==> src/rtl/gtg_pkg.sv <==
// Shared constants, types and tables for the go-to-goal drive command block.
`default_nettype none
package gtg_pkg;

    // Register indexes on the configuration port
    typedef enum logic [1:0] {
        REG_TARGET_X       = 2'd0,
        REG_TARGET_Y       = 2'd1,
        REG_ANGLE_LIMIT    = 2'd2,
        REG_VELOCITY_LIMIT = 2'd3
    } cfg_reg_t;

    localparam int unsigned IN_W  = 128;
    localparam int unsigned OUT_W = 80;
    localparam int unsigned CFG_W = 32;

    // atan2 datapath
    localparam int unsigned OPW          = 34;  // operand width
    localparam int unsigned CW           = 44;  // CORDIC x/y width
    localparam int unsigned MW           = 41;  // normalizing magnitude width
    localparam int unsigned ZW           = 21;  // angle accumulator, Q.16
    localparam int unsigned ANGW         = 18;  // angle result, Q4.13
    localparam int unsigned NORM_EXP     = 40;
    localparam int unsigned CORDIC_STEPS = 16;
    localparam int unsigned CORDIC_STGS  = CORDIC_STEPS / 2;

    localparam logic signed [ZW-1:0] PI_Q16 = 21'sd205887;
    localparam logic signed [ZW-1:0] ATAN_TAB [CORDIC_STEPS] = '{
        21'sd51472, 21'sd30386, 21'sd16055, 21'sd8150, 21'sd4091, 21'sd2047,
        21'sd1024, 21'sd512, 21'sd256, 21'sd128, 21'sd64, 21'sd32,
        21'sd16, 21'sd8, 21'sd4, 21'sd2
    };

    // Square root
    localparam int unsigned SQRT_STGS = 32;

    // Heading
    localparam int unsigned HEADW = 19;
    localparam logic signed [HEADW-1:0] PI_Q13     = 19'sd25736;
    localparam logic signed [HEADW-1:0] TWO_PI_Q13 = 19'sd51472;
    localparam int unsigned HEAD_DLY = 20;

    // floor(d / 5) == (d * RECIP5) >> 34 for any 32-bit d
    localparam logic [31:0] RECIP5 = 32'hCCCC_CCCD;

    localparam int unsigned PIPE_LAT = 37;

    typedef struct packed {
        logic              zero;
        logic signed [CW-1:0] x;
        logic signed [CW-1:0] y;
        logic [MW-1:0]     m;
    } norm_t;

    typedef struct packed {
        logic              zero;
        logic signed [CW-1:0] x;
        logic signed [CW-1:0] y;
        logic signed [ZW-1:0] z;
    } cord_t;

endpackage
`default_nettype wire

==> src/rtl/gtg_isqrt.sv <==
// Pipelined 64-bit integer square root, one result bit per stage.
`default_nettype none
module gtg_isqrt (
    input  wire logic        clk,
    input  wire logic        en,
    input  wire logic [63:0] radicand,
    output logic [31:0]      root
);

    logic [63:0] rem_reg  [gtg_pkg::SQRT_STGS];
    logic [63:0] res_reg  [gtg_pkg::SQRT_STGS];
    logic [63:0] rem_next [gtg_pkg::SQRT_STGS];
    logic [63:0] res_next [gtg_pkg::SQRT_STGS];
    logic [63:0] rem_cur  [gtg_pkg::SQRT_STGS];
    logic [63:0] res_cur  [gtg_pkg::SQRT_STGS];
    logic [63:0] trial    [gtg_pkg::SQRT_STGS];
    logic [63:0] bitv     [gtg_pkg::SQRT_STGS];

    always_comb
    begin
        for (int j = 0; j < gtg_pkg::SQRT_STGS; j++)
        begin
            rem_cur[j] = (j == 0) ? radicand : rem_reg[(j == 0) ? 0 : j-1];
            res_cur[j] = (j == 0) ? 64'd0 : res_reg[(j == 0) ? 0 : j-1];
            bitv[j]    = 64'd1 << (62 - 2*j);
            trial[j]   = res_cur[j] + bitv[j];
            if (rem_cur[j] >= trial[j])
            begin
                rem_next[j] = rem_cur[j] - trial[j];
                res_next[j] = (res_cur[j] >> 1) + bitv[j];
            end
            else
            begin
                rem_next[j] = rem_cur[j];
                res_next[j] = res_cur[j] >> 1;
            end
        end
    end

    always_ff @(posedge clk)
    begin
        if (en)
        begin
            for (int j = 0; j < gtg_pkg::SQRT_STGS; j++)
            begin
                rem_reg[j] <= rem_next[j];
                res_reg[j] <= res_next[j];
            end
        end
    end

    assign root = res_reg[gtg_pkg::SQRT_STGS-1][31:0];

endmodule
`default_nettype wire
==> config.mk <==
export PLATFORM = sky130hd
export DESIGN_NAME = gtg_isqrt
export DESIGN_NICKNAME = d
export VERILOG_FILES = /design/src/rtl/gtg_pkg.sv /design/src/rtl/gtg_isqrt.sv
export SDC_FILE = /design/constraint.sdc
export NUM_CORES = 2
export LEC_CHECK = 0
export ABC_AREA = 0
export BUFFER_PORTS_ARGS = -buffer_cell sky130_fd_sc_hd__buf_4
export CAP_MARGIN = 20
export CORE_ASPECT_RATIO = 0.75
export CORE_MARGIN = 2
export CORE_UTILIZATION = 50
export DETAILED_ROUTE_END_ITERATION = 12
export HOLD_SLACK_MARGIN = 0.12
export PLACE_DENSITY = 0.67
export SYNTH_ARGS = -nofsm -noshare
export SYNTH_HDL_FRONTEND = slang
export SYNTH_SLANG_ARGS = --single-unit
==> constraint.sdc <==
create_clock -name clk -period 4.57 [get_ports clk]
set_input_delay 0.457 -clock clk [delete_from_list [all_inputs] [get_ports clk]]
set_output_delay 0.457 -clock clk [all_outputs]
set_load 0.01 [all_outputs]
; Yosys cells after proc, flatten, opt, wreduce, memory -nomap -nowiden
; Memories as Yosys holds them, arrays and structs flattened.
; Index checks and enable logic that the tools add are counted.
[totals]
word_cells = 194
out_inout_bits = 32
mem_bits_ro = 0
mem_count = 2
latch_bits = 0
register_bits = 0
mem_bits_rw = 4096
[op_classes]
div = 0
mux = 66
n_mul = 0
n_bitwise = 0
n_lt_le_gt_ge = 32
eq_ne = 0
shifts = 0
addsub = 94
reduce_logical = 0
[mem_list]
columns = name, depth, width, rd, rd_clocked_by_memory_dff, wr, line_no
row1 = rem_reg, 32, 64, 31, 0, 32, gtg_isqrt.sv:10  ; logic [63:0] rem_reg [gtg_pkg::SQRT_STGS];
row2 = res_reg, 32, 64, 32, 0, 32, gtg_isqrt.sv:11  ; logic [63:0] res_reg [gtg_pkg::SQRT_STGS];
[ops]
columns = cell, n
row1 = 2-to-1 mux 64 bit, 63
row2 = >= comparator 64 bit, 31
row3 = subtractor 64 bit, 31
row4 = adder 63 x 1 -> 64 bit (second input constant), 1
row5 = adder 63 x 11 -> 64 bit (second input constant), 1
row6 = adder 63 x 13 -> 64 bit (second input constant), 1
row7 = adder 63 x 15 -> 64 bit (second input constant), 1
row8 = adder 63 x 17 -> 64 bit (second input constant), 1
row9 = adder 63 x 19 -> 64 bit (second input constant), 1
row10 = adder 63 x 21 -> 64 bit (second input constant), 1
row11 = adder 63 x 23 -> 64 bit (second input constant), 1
row12 = adder 63 x 25 -> 64 bit (second input constant), 1
row13 = adder 63 x 27 -> 64 bit (second input constant), 1
row14 = adder 63 x 29 -> 64 bit (second input constant), 1
row15 = adder 63 x 3 -> 64 bit (second input constant), 1
row16 = adder 63 x 31 -> 64 bit (second input constant), 1
row17 = adder 63 x 33 -> 64 bit (second input constant), 1
row18 = adder 63 x 35 -> 64 bit (second input constant), 1
row19 = adder 63 x 37 -> 64 bit (second input constant), 1
row20 = adder 63 x 39 -> 64 bit (second input constant), 1
row21 = adder 63 x 41 -> 64 bit (second input constant), 1
row22 = adder 63 x 43 -> 64 bit (second input constant), 1
row23 = adder 63 x 45 -> 64 bit (second input constant), 1
row24 = adder 63 x 47 -> 64 bit (second input constant), 1
row25 = other kinds (45), 46

; Depth between registers and ports, before layout
; An unclocked memory read counts as a cell.
[depth]
word_depth = 4
ltp_mapped = 16

; Worst setup path after synthesis
; OpenSTA, ideal clock, no wires.
[synth_path]
kind = register to register
start = memory rem_reg[26][35] (netlist: rem_reg[1][675])
end = memory rem_reg[27][63] (netlist: rem_reg[1][767]) (data pin)
n_path_buf = 1
arrival_time_ns = 3.333
path_slack_ns = 0.979
t_required_ns = 4.312
setup_ns = 0.258
synth_period_minus_slack_ns = 3.591
stages_incl_launch_ff = 12
path_cell_list = edfxtp_1 > ha_1 > clkbuf_1 > nand4_1 > or4_1 > nor4b_2 > a211o_1 > a2111oi_4 > nor3_1 > or3b_1 > or4_1 > xnor2_1
[synth_rtl]
columns = element, line_no
row1 = start: declaration, gtg_isqrt.sv:10

==> flow_summary.ini <==
[run_status]
status = finished with violations
violations = antenna violations

[setup_path]
crit_end = rem_reg[1][639]$_DFFE_PP_
critPathCaptureType = flop
critPathLaunchType = flop
cp.required_ns = 5.19
reg2reg_from = rem_reg[1][536]$_DFFE_PP_
r2r_cells = 11
rrSetupSlack_ns = 0.24
cp-startpoint = rem_reg[1][536]$_DFFE_PP_
worstPathArrival_ns = 4.95
cp_max_fo = 13
reg2reg_to = rem_reg[1][639]$_DFFE_PP_
critPathKind = flop to flop

[worst_hold_path]
hp-class = primary input to flop

[detailed_routing]
antenna_left = 1
vias_per_cell = 5.83
firstDrtPassIters = 6
via_count = 77054
drc = 0
post_drt_wl_per_cell_um = 21.1
drt_iter0_markers = 7474
wl_mm = 279

[sta]
finalCritPeriodShare_pct = 94.7
maxSlewViolCount = 0
worst_slew_pin_slew_ns = 1.28
fin_ws_ns = 0.242
relSlewSlack_pct = 13.8
fin_tns_setup_ns = 0
fmax_mhz = 231
hold_violations = 0
timing.hold.ws_ns = 0.247
rsz0062_at_grt = no
period_minus_slack_ns = 4.33
skew_ns = 0.104
setup_viol = 0

[synth]
ys_seq_area_share_pct = 62.9
synth_xor_area_share_pct = 6.43
synth_top_family_by_area = simple AND/OR/NAND/NOR gates
syn-num-nets = 10132
synth_ff_type = edfxtp_1
yosys_warnings = 0
synth-seq-cells = 2512
synth_commonest_cells = edfxtp_1, inv_1, nand2_1
synthAdderAreaFrac_pct = 5.82
async_flop_share_pct = 0
synth_top_area_cell = edfxtp_1
synth.most_common_cell = edfxtp_1
yosysUniqueCellTypes = 95
synth-edff-count = 2512
synthTopCellsByArea = edfxtp_1, ha_1, xnor2_1, xor2_1, a21oi_1
netlist.area_leader.share_pct = 62.9
synth_simple_gate_area_share_pct = 11.8
synth_compound_area_share_pct = 9.38
syn_inst = 9508
syn_area_sq_mm = 0.120
avgSynthCellArea_sq_um = 12.6
synthMuxAreaShare_pct = 0.804

[clock_network]
insertion_delay_ns = 0.94
postCtsSetupBuffers = 0
htree_levels = 4
clockBufferDepth = 4
clkSlewWorstSetupHoldPaths_ns = 0.06
cts_buffers = 248
cts_num_sinks = 2512
clockRootBuffer = clkbuf_16
cts_tree = done

[global_route]
grt_overflow = 0
grt_pass1_wl_mm = 428
gr-usage-all-layers_pct = 22.4
antenna_found_initial = 8
grt_pass1_vias = 72979
grt_max_degree = 129

[final_layout]
largest_reg_flops = 1984
drive_gt1_share_pct = 7.56
post-route-util_pct = 56.3
nets = 10495
area_delta_synth_final_pct = 11.8

[die]
num_io_pins = 98
fp-row-count = 155
coreArea_sq_mm = 0.238
start_util_pct = 50.3
die_x_um = 569
dieArea_sq_mm = 0.244
die_y_um = 428

[placement]
pre_cts_slack_ns = 0.369
hpwl_mm = 206
io_buffers = 97
gp_congestion = 0.983

[pwr]
power.density_mw_per_mm2 = 497
irDropWorstVdd_v = 0.000360
p_leak_nw = 50.0
report.power.total_mw = 66.6

[job]
cap_violations = 0
-- per-layer routing --
metal	wire length (um)	track usage, %	up-vias
met5	13	0	-
met4	5690	4.76	2
met3	21200	4.25	376
met2	118000	32.5	2609
met1	134000	34.7	37706
li1	-	-	36361
-- per-stage QoR --
step           instances  cell area (sq um)
2_1_floorplan       9508             120000
3_3_place_gp       12691             125000
3_5_place_dp       12693             125000
4_1_cts            13210             134000
5_1_grt            13214             134000
6_report           13221             134000
-- worst min-delay path by stage --
stage / from / end / slack, ns / cells after the start
finish: radicand[16] / rem_reg[0][16]$_DFFE_PP_ / 0.25 / 2
global route: radicand[29] / rem_reg[0][29]$_DFFE_PP_ / 0.19 / 2
CTS: en / res_reg[0][496]$_DFFE_PP_ / 0.13 / 1
detailed placement: rem_reg[0][787]$_DFFE_PP_ / rem_reg[0][851]$_DFFE_PP_ / 0.43 / 0
global placement: rem_reg[1][10]$_DFFE_PP_ / rem_reg[1][74]$_DFFE_PP_ / 0.43 / 0
floorplan: rem_reg[0][417]$_DFFE_PP_ / rem_reg[0][481]$_DFFE_PP_ / 0.42 / 0
-- cells by family (layout without fill, tap and decap cells) --
family	Yosys count	count (layout)
AO/OA/AOI/OAI	1827	1827
XOR/XNOR	880	880
adder cells (fa/ha/maj)	558	558
buffers and inverters	889	1454
flip-flops	2512	2512
multiplexers	84	84
other	0	8
AND/OR/NAND/NOR	2758	2758
-- where the power goes --
group / internal (mW) / switching, mW / total (mW)
Sequential: 29.3 / 2.39 / 31.7
Clock: 11.9 / 8.77 / 20.7
Combinational: 5.89 / 8.30 / 14.2
Total: 47.1 / 19.5 / 66.6
-- placed cells by master, fill, tap and decap left out, drive strengths merged, types with 109 or more instances in the layout --
master and instances:
buf 221, nand2b 109, edfxtp 2512, xor2 405
nor3 252, xnor2 475, nor2 607, a21o 194
a21oi 603, inv 724, nand2 630, nand3 144
o21ai 488, ha 558, clkbuf 292, nand4 154
nor4 344
-- what timing repair did --
item / CTS / global route
hold endpoints to repair: 65 / 0
resized for setup: 0 / 2
hold buffers: 65 / 0
endpoints found under the setup margin: 0 / 4
-- worst max-delay path: stages, from the launching register on --
cell and delay [ns]:
edfxtp_1 0.40, ha_1 0.46, nand2_1 0.10, or3_1 0.46, nor3_1 0.59, o21ai_0 0.28, o211ai_1 0.37, a21oi_4 0.20
nand3b_1 0.27, or2_2 0.43, or3_1 0.40, xnor2_1 0.13
-- final cells by class --
cell class	count	area (sq um)
clock inverters	161	1840
multi-input cells	6107	41200
diodes	8	20.0
flip-flops and latches	2512	75400
fillers	19118	104000
inverters	715	2680
clock buffers	291	6370
well taps	3140	3930
repair buffers	287	2570
Note: power is estimated with default switching activity, not from simulation.
